--- src/rtl/rmq_pkg.sv ---
package rmq_pkg;

  localparam int FRAC_BITS = 14;
  localparam int ONE       = 1 << FRAC_BITS;

  // Field widths
  localparam int MW   = 16;   // matrix entry
  localparam int QW   = 16;   // quaternion part
  localparam int UW   = 18;   // unscaled quaternion part, signed
  localparam int MAGW = 17;   // magnitude of an unscaled part
  localparam int SQW  = 2 * MAGW;
  localparam int SW   = 62;   // normalized sum of squares
  localparam int RW   = 31;   // square root of the normalized sum
  localparam int QTW  = 17;   // quotient bits
  localparam int NW   = RW + FRAC_BITS + 1;

  localparam int QDEPTH = 2;

  typedef enum logic [1:0] {
    BR_TRACE = 2'd0,
    BR_X     = 2'd1,
    BR_Y     = 2'd2,
    BR_Z     = 2'd3
  } branch_t;

  typedef struct packed {
    logic signed [UW-1:0] u0;
    logic signed [UW-1:0] u1;
    logic signed [UW-1:0] u2;
    logic signed [UW-1:0] u3;
    branch_t              br;
  } item_t;

  typedef enum logic [2:0] {
    B_IDLE,
    B_SQR,
    B_SUM,
    B_NORM,
    B_SQRT,
    B_DINIT,
    B_DIV,
    B_DONE
  } bstate_t;

endpackage

--- src/rtl/rmq_front.sv ---
module rmq_front (
  input  logic                         in_tvalid,
  output logic                         in_tready,
  input  logic [9*rmq_pkg::MW-1:0]     in_tdata,
  output logic                         push,
  output rmq_pkg::item_t               push_item,
  input  logic                         q_full
);

  logic signed [rmq_pkg::UW-1:0] a00, a01, a02, a10, a11, a12, a20, a21, a22;
  logic signed [rmq_pkg::UW-1:0] t, d;

  // Sign extend the nine entries
  assign a00 = rmq_pkg::UW'($signed(in_tdata[15:0]));
  assign a01 = rmq_pkg::UW'($signed(in_tdata[31:16]));
  assign a02 = rmq_pkg::UW'($signed(in_tdata[47:32]));
  assign a10 = rmq_pkg::UW'($signed(in_tdata[63:48]));
  assign a11 = rmq_pkg::UW'($signed(in_tdata[79:64]));
  assign a12 = rmq_pkg::UW'($signed(in_tdata[95:80]));
  assign a20 = rmq_pkg::UW'($signed(in_tdata[111:96]));
  assign a21 = rmq_pkg::UW'($signed(in_tdata[127:112]));
  assign a22 = rmq_pkg::UW'($signed(in_tdata[143:128]));

  assign in_tready = !q_full;
  assign push      = in_tvalid && !q_full;

  // Pick the branch and form the unscaled quaternion
  always_comb begin
    t = rmq_pkg::UW'(rmq_pkg::ONE) + a00 + a11 + a22;
    d = '0;
    push_item = '0;
    if (t > 0) begin
      push_item.br = rmq_pkg::BR_TRACE;
      push_item.u0 = a21 - a12;
      push_item.u1 = a02 - a20;
      push_item.u2 = a10 - a01;
      push_item.u3 = t;
    end else if (a00 > a11 && a00 > a22) begin
      d = rmq_pkg::UW'(rmq_pkg::ONE) + a00 - a11 - a22;
      push_item.br = rmq_pkg::BR_X;
      push_item.u0 = (d > 0) ? d : '0;
      push_item.u1 = a01 + a10;
      push_item.u2 = a02 + a20;
      push_item.u3 = a21 - a12;
    end else if (a11 > a22) begin
      d = rmq_pkg::UW'(rmq_pkg::ONE) + a11 - a00 - a22;
      push_item.br = rmq_pkg::BR_Y;
      push_item.u0 = a01 + a10;
      push_item.u1 = (d > 0) ? d : '0;
      push_item.u2 = a12 + a21;
      push_item.u3 = a02 - a20;
    end else begin
      d = rmq_pkg::UW'(rmq_pkg::ONE) + a22 - a00 - a11;
      push_item.br = rmq_pkg::BR_Z;
      push_item.u0 = a02 + a20;
      push_item.u1 = a12 + a21;
      push_item.u2 = (d > 0) ? d : '0;
      push_item.u3 = a10 - a01;
    end
  end

endmodule

--- src/rtl/rmq_fifo.sv ---
module rmq_fifo (
  input  logic           clk,
  input  logic           rst_n,
  input  logic           push,
  input  rmq_pkg::item_t push_item,
  output logic           full,
  input  logic           pop,
  output logic           valid,
  output rmq_pkg::item_t pop_item
);

  rmq_pkg::item_t mem_r [rmq_pkg::QDEPTH];
  logic           wptr_r, wptr_nxt, rptr_r, rptr_nxt;
  logic [1:0]     cnt_r, cnt_nxt;

  assign full     = (cnt_r == 2'(rmq_pkg::QDEPTH));
  assign valid    = (cnt_r != 2'd0);
  assign pop_item = mem_r[rptr_r];

  // Advance pointers and occupancy
  always_comb begin
    wptr_nxt = push ? !wptr_r : wptr_r;
    rptr_nxt = pop ? !rptr_r : rptr_r;
    cnt_nxt  = cnt_r + 2'(push) - 2'(pop);
  end

  always_ff @(posedge clk) begin
    if (!rst_n) begin
      wptr_r <= 1'b0;
      rptr_r <= 1'b0;
      cnt_r  <= 2'd0;
    end else begin
      wptr_r <= wptr_nxt;
      rptr_r <= rptr_nxt;
      cnt_r  <= cnt_nxt;
    end
  end

  always_ff @(posedge clk) begin
    if (push) begin
      mem_r[wptr_r] <= push_item;
    end
  end

endmodule

--- src/rtl/rmq_back.sv ---
module rmq_back (
  input  logic                    clk,
  input  logic                    rst_n,
  input  logic                    q_valid,
  input  rmq_pkg::item_t          q_item,
  output logic                    pop,
  output logic                    out_tvalid,
  input  logic                    out_tready,
  output logic [4*rmq_pkg::QW-1:0] out_tdata,
  output logic [1:0]              out_tuser
);

  rmq_pkg::bstate_t state_r, state_nxt;

  logic [rmq_pkg::MAGW-1:0] mag_r [4];
  logic [3:0]               neg_r;
  logic [rmq_pkg::SQW-1:0]  sq_r [4];
  logic [rmq_pkg::SW-1:0]   s_r;
  logic [4:0]               k_r;
  logic [4:0]               cnt_r;
  logic [rmq_pkg::RW-1:0]   root_r;
  logic [rmq_pkg::RW+1:0]   srem_r;
  logic [rmq_pkg::NW-1:0]   n_r [4];
  logic [rmq_pkg::RW:0]     drem_r [4];
  logic [rmq_pkg::QTW-1:0]  q_r [4];
  logic                     zero_r;
  logic [1:0]               br_r;
  logic                     out_valid_r;
  logic [4*rmq_pkg::QW-1:0] out_data_r;
  logic [1:0]               out_user_r;

  logic                     load_out;
  logic                     sum_zero;
  logic [rmq_pkg::SQW+1:0]  sum_w;
  logic [rmq_pkg::RW+3:0]   sq_sh, sq_trial;
  logic                     norm_done;
  logic signed [rmq_pkg::UW-1:0] u_in [4];

  assign u_in[0] = q_item.u0;
  assign u_in[1] = q_item.u1;
  assign u_in[2] = q_item.u2;
  assign u_in[3] = q_item.u3;

  assign sum_w = (rmq_pkg::SQW+2)'(sq_r[0]) + (rmq_pkg::SQW+2)'(sq_r[1])
               + (rmq_pkg::SQW+2)'(sq_r[2]) + (rmq_pkg::SQW+2)'(sq_r[3]);
  assign sum_zero  = (sum_w == '0);
  assign norm_done = s_r[61] || s_r[60];
  assign sq_sh     = {srem_r, s_r[61:60]};
  assign sq_trial  = {2'b00, root_r, 2'b01};

  // Next state
  always_comb begin
    state_nxt = state_r;
    case (state_r)
      rmq_pkg::B_IDLE:  if (q_valid) state_nxt = rmq_pkg::B_SQR;
      rmq_pkg::B_SQR:   state_nxt = rmq_pkg::B_SUM;
      rmq_pkg::B_SUM:   state_nxt = sum_zero ? rmq_pkg::B_DONE : rmq_pkg::B_NORM;
      rmq_pkg::B_NORM:  if (norm_done) state_nxt = rmq_pkg::B_SQRT;
      rmq_pkg::B_SQRT:  if (cnt_r == 5'd0) state_nxt = rmq_pkg::B_DINIT;
      rmq_pkg::B_DINIT: state_nxt = rmq_pkg::B_DIV;
      rmq_pkg::B_DIV:   if (cnt_r == 5'd0) state_nxt = rmq_pkg::B_DONE;
      rmq_pkg::B_DONE:  if (load_out) state_nxt = rmq_pkg::B_IDLE;
      default:          state_nxt = rmq_pkg::B_IDLE;
    endcase
  end

  // Control outputs
  always_comb begin
    pop      = 1'b0;
    load_out = 1'b0;
    case (state_r)
      rmq_pkg::B_IDLE: pop = q_valid;
      rmq_pkg::B_DONE: load_out = !out_valid_r || out_tready;
      default: begin
        pop      = 1'b0;
        load_out = 1'b0;
      end
    endcase
  end

  always_ff @(posedge clk) begin
    if (!rst_n) begin
      state_r     <= rmq_pkg::B_IDLE;
      out_valid_r <= 1'b0;
    end else begin
      state_r <= state_nxt;
      if (load_out) begin
        out_valid_r <= 1'b1;
      end else if (out_tready) begin
        out_valid_r <= 1'b0;
      end
    end
  end

  // Datapath
  always_ff @(posedge clk) begin
    logic [47:0]              magsh;
    logic [rmq_pkg::RW:0]     dsh;
    logic [rmq_pkg::QTW-1:0]  qv;
    logic [rmq_pkg::QW-1:0]   part;
    case (state_r)
      rmq_pkg::B_IDLE: begin
        br_r <= q_item.br;
        for (int i = 0; i < 4; i++) begin
          neg_r[i] <= u_in[i][rmq_pkg::UW-1];
          mag_r[i] <= u_in[i][rmq_pkg::UW-1] ? rmq_pkg::MAGW'(-u_in[i])
                                              : rmq_pkg::MAGW'(u_in[i]);
        end
      end
      rmq_pkg::B_SQR: begin
        for (int i = 0; i < 4; i++) begin
          sq_r[i] <= rmq_pkg::SQW'(mag_r[i]) * rmq_pkg::SQW'(mag_r[i]);
        end
      end
      rmq_pkg::B_SUM: begin
        s_r    <= rmq_pkg::SW'(sum_w);
        k_r    <= 5'd0;
        zero_r <= sum_zero;
      end
      rmq_pkg::B_NORM: begin
        // Shift by pairs of bits until the sum reaches the top two bits
        srem_r <= '0;
        root_r <= '0;
        cnt_r  <= 5'(rmq_pkg::RW - 1);
        if (s_r[61:44] == '0) begin
          s_r <= s_r << 16;
          k_r <= k_r + 5'd8;
        end else if (!norm_done) begin
          s_r <= s_r << 2;
          k_r <= k_r + 5'd1;
        end
      end
      rmq_pkg::B_SQRT: begin
        // One root digit a cycle
        s_r   <= s_r << 2;
        cnt_r <= cnt_r - 5'd1;
        if (sq_sh >= sq_trial) begin
          srem_r <= (rmq_pkg::RW+2)'(sq_sh - sq_trial);
          root_r <= {root_r[rmq_pkg::RW-2:0], 1'b1};
        end else begin
          srem_r <= (rmq_pkg::RW+2)'(sq_sh);
          root_r <= {root_r[rmq_pkg::RW-2:0], 1'b0};
        end
      end
      rmq_pkg::B_DINIT: begin
        cnt_r <= 5'(rmq_pkg::QTW - 1);
        for (int i = 0; i < 4; i++) begin
          magsh = 48'(mag_r[i]) << k_r;
          n_r[i] <= (rmq_pkg::NW'(magsh[rmq_pkg::RW-1:0]) << rmq_pkg::FRAC_BITS)
                  + rmq_pkg::NW'(root_r[rmq_pkg::RW-1:1]);
          drem_r[i] <= (rmq_pkg::RW+1)'(((rmq_pkg::NW'(magsh[rmq_pkg::RW-1:0])
                        << rmq_pkg::FRAC_BITS) + rmq_pkg::NW'(root_r[rmq_pkg::RW-1:1]))
                        >> rmq_pkg::QTW);
          q_r[i] <= '0;
        end
      end
      rmq_pkg::B_DIV: begin
        // One quotient bit a cycle in each of four dividers
        cnt_r <= cnt_r - 5'd1;
        for (int i = 0; i < 4; i++) begin
          dsh = {drem_r[i][rmq_pkg::RW-1:0], n_r[i][rmq_pkg::QTW-1]};
          n_r[i] <= n_r[i] << 1;
          if (dsh >= {1'b0, root_r}) begin
            drem_r[i] <= dsh - {1'b0, root_r};
            q_r[i]    <= {q_r[i][rmq_pkg::QTW-2:0], 1'b1};
          end else begin
            drem_r[i] <= dsh;
            q_r[i]    <= {q_r[i][rmq_pkg::QTW-2:0], 1'b0};
          end
        end
      end
      rmq_pkg::B_DONE: begin
        if (load_out) begin
          out_user_r <= br_r;
          for (int i = 0; i < 4; i++) begin
            qv   = (q_r[i] > rmq_pkg::QTW'(rmq_pkg::ONE)) ? rmq_pkg::QTW'(rmq_pkg::ONE)
                                                          : q_r[i];
            part = neg_r[i] ? rmq_pkg::QW'(-qv) : rmq_pkg::QW'(qv);
            if (zero_r) begin
              part = (i == 3) ? rmq_pkg::QW'(rmq_pkg::ONE) : '0;
            end
            out_data_r[i*rmq_pkg::QW +: rmq_pkg::QW] <= part;
          end
        end
      end
      default: begin
        zero_r <= zero_r;
      end
    endcase
  end

  assign out_tvalid = out_valid_r;
  assign out_tdata  = out_data_r;
  assign out_tuser  = out_user_r;

endmodule

--- src/rtl/rotation_matrix_to_quaternion.sv ---
// Flow: an input transaction waits in the queue, then the back end squares and sums the
// parts, applies the normalizing shift, and runs the 31-step square-root unit and the
// 17-step dividers; an all-zero unscaled quaternion goes from the sum to the result.
// The back end handles one item at a time and holds a result while the output stalls;
// meanwhile a two-entry queue keeps accepting input transactions until it is full.
// Reset: synchronous, active low; clears the queue, the sequencer and out_tvalid.
module rotation_matrix_to_quaternion (
  input  logic          clk,
  input  logic          rst_n,
  input  logic          in_tvalid,
  output logic          in_tready,
  input  logic [143:0]  in_tdata,   // m00 m01 m02 m10 m11 m12 m20 m21 m22, 16 bits each
  output logic          out_tvalid,
  input  logic          out_tready,
  output logic [63:0]   out_tdata,  // quat_x quat_y quat_z quat_w, 16 bits each
  output logic [1:0]    out_tuser   // branch_taken
);

  logic           push, q_full, q_valid, pop;
  rmq_pkg::item_t push_item, q_item;

  rmq_front u_front (
    .in_tvalid(in_tvalid), .in_tready(in_tready), .in_tdata(in_tdata),
    .push(push), .push_item(push_item), .q_full(q_full)
  );

  rmq_fifo u_fifo (
    .clk(clk), .rst_n(rst_n),
    .push(push), .push_item(push_item), .full(q_full),
    .pop(pop), .valid(q_valid), .pop_item(q_item)
  );

  rmq_back u_back (
    .clk(clk), .rst_n(rst_n),
    .q_valid(q_valid), .q_item(q_item), .pop(pop),
    .out_tvalid(out_tvalid), .out_tready(out_tready),
    .out_tdata(out_tdata), .out_tuser(out_tuser)
  );

endmodule

--- config.mk ---
export PLATFORM = sky130hd
export DESIGN_NAME = rotation_matrix_to_quaternion
export DESIGN_NICKNAME = d
export VERILOG_FILES = /design/src/rtl/rmq_pkg.sv /design/src/rtl/rmq_front.sv /design/src/rtl/rmq_fifo.sv /design/src/rtl/rmq_back.sv /design/src/rtl/rotation_matrix_to_quaternion.sv
export SDC_FILE = /design/constraint.sdc
export NUM_CORES = 2
export LEC_CHECK = 0
export BUFFER_PORTS_ARGS = -buffer_cell sky130_fd_sc_hd__buf_2
export CAP_MARGIN = 20
export CORE_UTILIZATION = 35
export DETAILED_ROUTE_END_ITERATION = 16
export HOLD_SLACK_MARGIN = 0.06
export SLEW_MARGIN = 40
export SYNTH_ARGS = -nofsm -noshare
export SYNTH_HDL_FRONTEND = slang
export SYNTH_SLANG_ARGS = --single-unit
--- constraint.sdc ---
create_clock -name clk -period 6.81 [get_ports clk]
set_input_delay 1.0215 -clock clk [delete_from_list [all_inputs] [get_ports clk]]
set_output_delay 1.0215 -clock clk [all_outputs]
set_load 0.005 [all_outputs]
======== Yosys cells after proc, flatten, opt, wreduce, memory -nomap -nowiden ========
Memories as Yosys holds them, arrays and structs flattened. A register that Yosys moved wholly into a read port is not among the register bits.
Index checks and enable logic that the tools add are counted.
storage, ports and cells
  RAM bits ................................ 732
  bits in registers ....................... 217
  logic and storage cells ................. 240
  output and inout port bits .............. 68
  memories ................................ 6
cells by class
  shift operators ......................... 4
  eq/ne operators ......................... 14
  $lt $le $gt $ge ......................... 16
  add/sub/neg operators ................... 42
  multipliers ............................. 4
  reductions and logical operators ........ 23
  mux-type cells .......................... 96
  bitwise operators ....................... 20
memories
  memory         depth  bits a word  rd ports  clocked after memory_dff  write ports  line            source
  u_back.n_r     4      46           4         0                         4            rmq_back.sv:23  logic [rmq_pkg::NW-1:0] n_r [4];
  u_fifo.mem_r   2      74           1         1                         1            rmq_fifo.sv:12  rmq_pkg::item_t mem_r [rmq_pkg::QDEPTH];
  u_back.sq_r    4      34           4         0                         4            rmq_back.sv:17  logic [rmq_pkg::SQW-1:0] sq_r [4];
  u_back.drem_r  4      32           4         0                         4            rmq_back.sv:24  logic [rmq_pkg::RW:0] drem_r [4];
  u_back.mag_r   4      17           4         0                         4            rmq_back.sv:15  logic [rmq_pkg::MAGW-1:0] mag_r [4];
  u_back.q_r     4      17           4         0                         4            rmq_back.sv:25  logic [rmq_pkg::QTW-1:0] q_r [4];
operator list
  cell                                                                               number
  32-bit two-way mux                                                                 8
  74-bit two-way mux                                                                 3
  17-bit two-way mux                                                                 12
  62-bit one-hot mux with 3 select lines                                             1
  45-bit by 30-bit adder with 46-bit output                                          4
  46-bit two-way mux                                                                 4
  17-bit by 17-bit multiplier with 34-bit output                                     4
  32-bit by 31-bit greater-or-equal comparator with 1-bit output                     4
  16-bit two-way mux                                                                 8
  32-bit by 31-bit subtractor with 32-bit output                                     4
  62-bit two-way mux                                                                 2
  17-bit by 5-bit << shifter with 31-bit output                                      4
  36-bit by 34-bit adder with 36-bit output                                          2
  18-bit by 1-bit greater-than comparator with 1-bit output, second input constant   4
  17-bit by 15-bit greater-than comparator with 1-bit output, second input constant  4
  17-bit negation                                                                    4
  33-bit one-hot mux with 2 select lines                                             1
  16-bit negation                                                                    4
  31-bit one-hot mux with 2 select lines                                             1
  18-bit two-way mux                                                                 3
  17-bit by 16-bit subtractor with 18-bit output                                     3
  18-bit by 16-bit subtractor with 18-bit output                                     3
  16-bit by 16-bit adder with 17-bit output                                          3
  16-bit by 16-bit adder with 17-bit output, first input constant                    3
  38 further kinds                                                                   126

======== Longest topological paths before layout ========
  depth in word-level cells ............... 8
  mapped depth ............................ 27

======== By module ========
A second synthesis with hierarchy kept.
second synthesis, totals
  cell total of the unflattened synthesis .. 10503
  area, all modules ....................... 98798.5 µm²
modules (own cells, without submodules)
  module     instances  area each (µm²)  cells an instance  sequential area each (µm²)
  rmq_back   1          79165.9          8422               19318.5
  rmq_front  1          13818.3          1830               0.0
  rmq_fifo   1          5814.3           251                4544.4

======== Least setup slack after synthesis ========
Ideal clock, no wire load.
  path kind ............................... register to register
  from .................................... reg u_back.state_r[2]
  to ...................................... mem u_back.sq_r[0][0] in the netlist's numbering, enable pin
  library setup time ...................... 0.639 ns
  clock period less this slack ............ 7.105 ns
  arrival ................................. 6.466 ns
  buffers on the path ..................... 2
  setup slack ............................. -0.295 ns
  required time ........................... 6.171 ns
  stages on the path, launching flop included .. 4
  path through ............................ dfxtp_1 -> clkbuf_1 -> clkbuf_1 -> nor2b_1
RTL lines
  what                    line            source
  from (decl)             rmq_back.sv:13  rmq_pkg::bstate_t state_r, state_nxt;
  from (signal assigned)  rmq_back.sv:83  state_r <= rmq_pkg::B_IDLE;
  from (signal assigned)  rmq_back.sv:86  state_r <= state_nxt;
  to (decl)               rmq_back.sv:17

==> Flow_metrics.wiki <==
{| class="wikitable"
! Metric !! Value
|-
| Finished Cell Area || 109000 um^2
|-
| Fraction of final layout cells sized beyond drive strength 1 || 9.14%
|-
| Share of cell area taken by muxes after synthesis || 3.44%
|-
| Total number of placement rows || 193
|-
| Number of warning messages in the yosys log || 0
|-
| MaxCap Viol Count || 0
|-
| CTS Hold Buffers Added || 0
|-
| #FFs+latches synth || 798
|-
| Antenna violations before repair || 13
|-
| Gate Count Post-Synth || 10400
|-
| FF-to-FF End || u_back.zero_r
|-
| Number of synthesized flops with an enable pin || approximately 790
|-
| Share of the clock period used by the worst path || 99.7%
|-
| Hold Startpoint || u_back.br_r[1]
|-
| Setup TNS || 0 ps
|-
| Xor/xnor cell area share of the yosys netlist || approximately 6%
|-
| Total CTS buffers || 97
|-
| Result of the run || completed
|-
| Reg clk slew, reported paths || approximately 70 ps
|-
| Most Frequent Cell on Critical Path || o211ai_1
|-
| Worst setup SP type || register
|-
| DP Wirelength || approximately 240000 um
|-
| Wire length of the first global-routing pass || about 440000 um
|-
| TritonCTS clock tree || built
|-
| Routed length per placed instance || just under 20 um
|-
| Detailed Route WL || 288000 um
|-
| Peak per-stage delay on the critical path || approximately 520 ps
|-
| Post-route clock skew || 74.2 ps
|-
| Share of synthesized area occupied by flip-flops and latches || 24.4%
|-
| Number of failing hold endpoints at the final stage || 0
|-
| Final setup violating endpoints || 0
|-
| Area growth from synthesis to layout || 11.4%
|-
| Port bufs || 215
|-
| Cell area after placement || ~110000 um^2
|-
| DRC violations left || 0
|-
| Total standard cell area after synthesis || approximately 100000 um^2
|-
| Library cells used by synthesis || 107
|-
| Maximum number of pins on one net before global-route repair || 108
|-
| Number of clock sinks seen by CTS || 798
|-
| Final-stage net count || between 10000 and 15000
|-
| FF-to-FF setup slack || 20 ps
|-
| Endpoint of the worst hold-timing path || u_back.out_tuser[1]
|-
| Worst slew pin tran || 947 ps
|-
| Worst-case headroom to the max-slew limit || 36.7%
|-
| Path type of the worst min-delay path || reg -> reg
|-
| Area taken by multi-input logic gates || 66800 um^2
|-
| Post-Synth Adder-Cell Area || 31.1%
|-
| Number of buffers between clock root and the deepest sink || 3
|-
| Worst setup margin || 18.3 ps
|-
| Vias in the first global route || 74600
|-
| DR vias/cell || about 5.2
|-
| Fraction of synthesis flops using an asynchronous set or reset pin || 0%
|-
| Via total after detailed routing || 75800
|-
| Number of top-level design ports || 216
|-
| Required @ worst endpoint || 7380 ps
|-
| Setup repair after global routing missed its margin || true
|-
| Total area of sequential cells || 23900 um^2
|-
| Post-Synth Simple-Gate Area || approximately an eighth
|-
| Arrival time at the worst endpoint || 7360 ps
|-
| Clock latency on the worst-skew pair || 780 ps
|-
| Final Slew Violations || 0
|-
| Depth of the worst register-to-register path || 28
|-
| Worst slack, placed || -122 ps
|-
| Avg Cell Area, Syn || 9.38 um^2
|-
| Capturing element type of the critical path || register
|-
| Post-synthesis compound-gate area fraction || 14.2%
|-
| Upper clock frequency limit || 147 MHz
|-
| Cell with the largest stage delay on the worst path || fa_1
|-
| Peak fanout along the critical path || 3
|-
| DRT iter0 DRCs || 5889
|-
| Filler Cells Inserted || 27800
|-
| Number of cells traversed by the worst hold path || 0
|-
| R2R Path Start || u_back.sq_r[0][3]
|-
| Largest family of logic cells by synthesized area || adder cells
|-
| Commonest cells after routing, fill and taps aside || inv_1, ha_1, fa_1
|-
| Antenna Violating Nets Remaining || 0
|-
| Die extent in y || 531 um
|-
| Die area || about 280000 um^2
|-
| Deepest level of the CTS H-tree || 3
|-
| Master cell of the clock root buffer || clkbuf_16
|-
| Post-synthesis net count || 12500
|-
| Total routing usage reported by global routing || 20.3%
|-
| Post-layout minimum cycle time || 6790 ps
|-
| Core Area || 277000 um^2
|-
| Starting utilization of the core area || 35.3%
|-
| Utilization after layout || 39.3%
|-
| Category of the critical setup timing path || reg -> reg
|-
| Residual overflow from global routing || 0
|-
| Router iterations before antenna repair || 6
|-
| Most common library cell in the layout ignoring fill and taps || inv_1
|-
| Routability Congestion || 0.972
|-
| Predominant post-synthesis flop cell || edfxtp_1
|-
| Die X-Extent || between 500 and 600 um
|}
routing by layer:
layer,vias to the layer above,share of wire (%),GRT usage (%),wire (um)
li1,36200,-,-,-
met1,37000,44,27.0,128000
met2,2135,46,33.5,133000
met3,456,5.2,2.35,14900
met4,12,4.2,8.19,12200
met5,-,0.025,0,73
critical path: cells and delay by family (launching register included):
family / cells / cell delay [ps]
buffers and inverters: 3 / 360
AND/OR/NAND/NOR: 9 / 2290
flip-flops: 1 / 370
AO/OA/AOI/OAI: 12 / 2480
XOR/XNOR: 1 / 150
adder cells (fa/ha/maj): 3 / 990
logic make-up after synthesis:
kind of cell / after synthesis
fa+ha+maj: 1901
xor+xnor: 654
compound gates: 2123
other cells: 2
simple gates: 2713
flops: 798
buf+inv: 1980
mux: 262
timing repair:
action,4_1_cts,5_1_grt
gates resized for setup,4,45
cloned,0,0
endpoints found under the setup margin,2,21
setup buffers,0,27
pin swaps,1,34
synth_stat cells (57+ instances only):
cell type     n  area, um^2
nor2_1      745        2800
inv_1      1585        5950
o21bai_1     59         443
nand2_1     786        2950
nor2b_1     125         782
xor2_1      243        2130
fa_1        885       17700
a31oi_1      72         450
nor3_1      181         906
clkbuf_1    313        1170
edfxtp_1    788       23700
and2_1      252        1580
o211ai_1     57         428
mux2i_1     176        1760
xnor2_1     411        3600
a21o_1      209        1570
a22o_1       72         631
o21ai_0     412        2060
a21oi_1     594        2970
nand2b_1    101         632
o21a_1       80         601
a211oi_1    122         916
and3_1      143         895
nand3_1     111         556
ha_1       1016       12700
registers in the layout, indices dropped and copies added (netlist names), named ones only:
name / flops
u_back.cnt_r: 5
u_fifo.mem_r: 148
u_back.sq_r: 132
u_back.mag_r: 68
u_back.drem_r: 124
u_back.out_tdata: 64
u_back.k_r: 5
u_back.s_r: 62
u_fifo.wptr_r: 1
u_back.srem_r: 33
u_back.n_r: 40
u_back.out_tvalid: 1
u_fifo.rptr_r: 1
u_back.root_r: 31
u_back.zero_r: 1
u_back.state_r: 3
u_fifo.cnt_r: 2
u_back.neg_r: 4
u_back.br_r: 2
u_back.out_tuser: 2
u_back.q_r: 68
cell type report:
| class | count | share of cell area, % |
|---|---|---|
| Multi-Input combinational cell | 7655 | 61.3 |
| Timing Repair Buffer | 597 | 3.89 |
| Sequential cell | 798 | 21.9 |
| Antenna cell | 5 | 0.0115 |
| Inverter | 1587 | 5.47 |
| Clock buffer | 105 | 2.25 |
| Tap cell | 3705 | 4.25 |
| Clock inverter | 78 | 0.928 |
stage by stage:
| step | hold slack [ps] | cells |
|---|---|---|
| 2_1_floorplan | 400 | 10400 |
| 6_report | 449 | 14500 |
| 5_1_grt | 454 | 14500 |
| 3_3_place_gp | 443 | 14300 |
| 4_1_cts | 453 | 14500 |
| 3_5_place_dp | 450 | 14300 |
worst max path at each step:
stage / to / cells past startpoint / from
after floorplan: u_back.sq_r[3][33] / 24 / u_back.mag_r[3][4]
after global routing: u_back.zero_r / 28 / u_back.sq_r[0][3]
after global placement: u_back.zero_r / 28 / u_back.sq_r[1][3]
final: u_back.zero_r / 28 / u_back.sq_r[0][3]
after CTS: u_back.zero_r / 28 / u_back.sq_r[1][14]
after detailed placement: u_back.zero_r / 28 / u_back.sq_r[1][3]
Power is left out: the tool's default activity adds up to more than one toggle a clock period on the data nets, which glitch-free logic cannot reach.
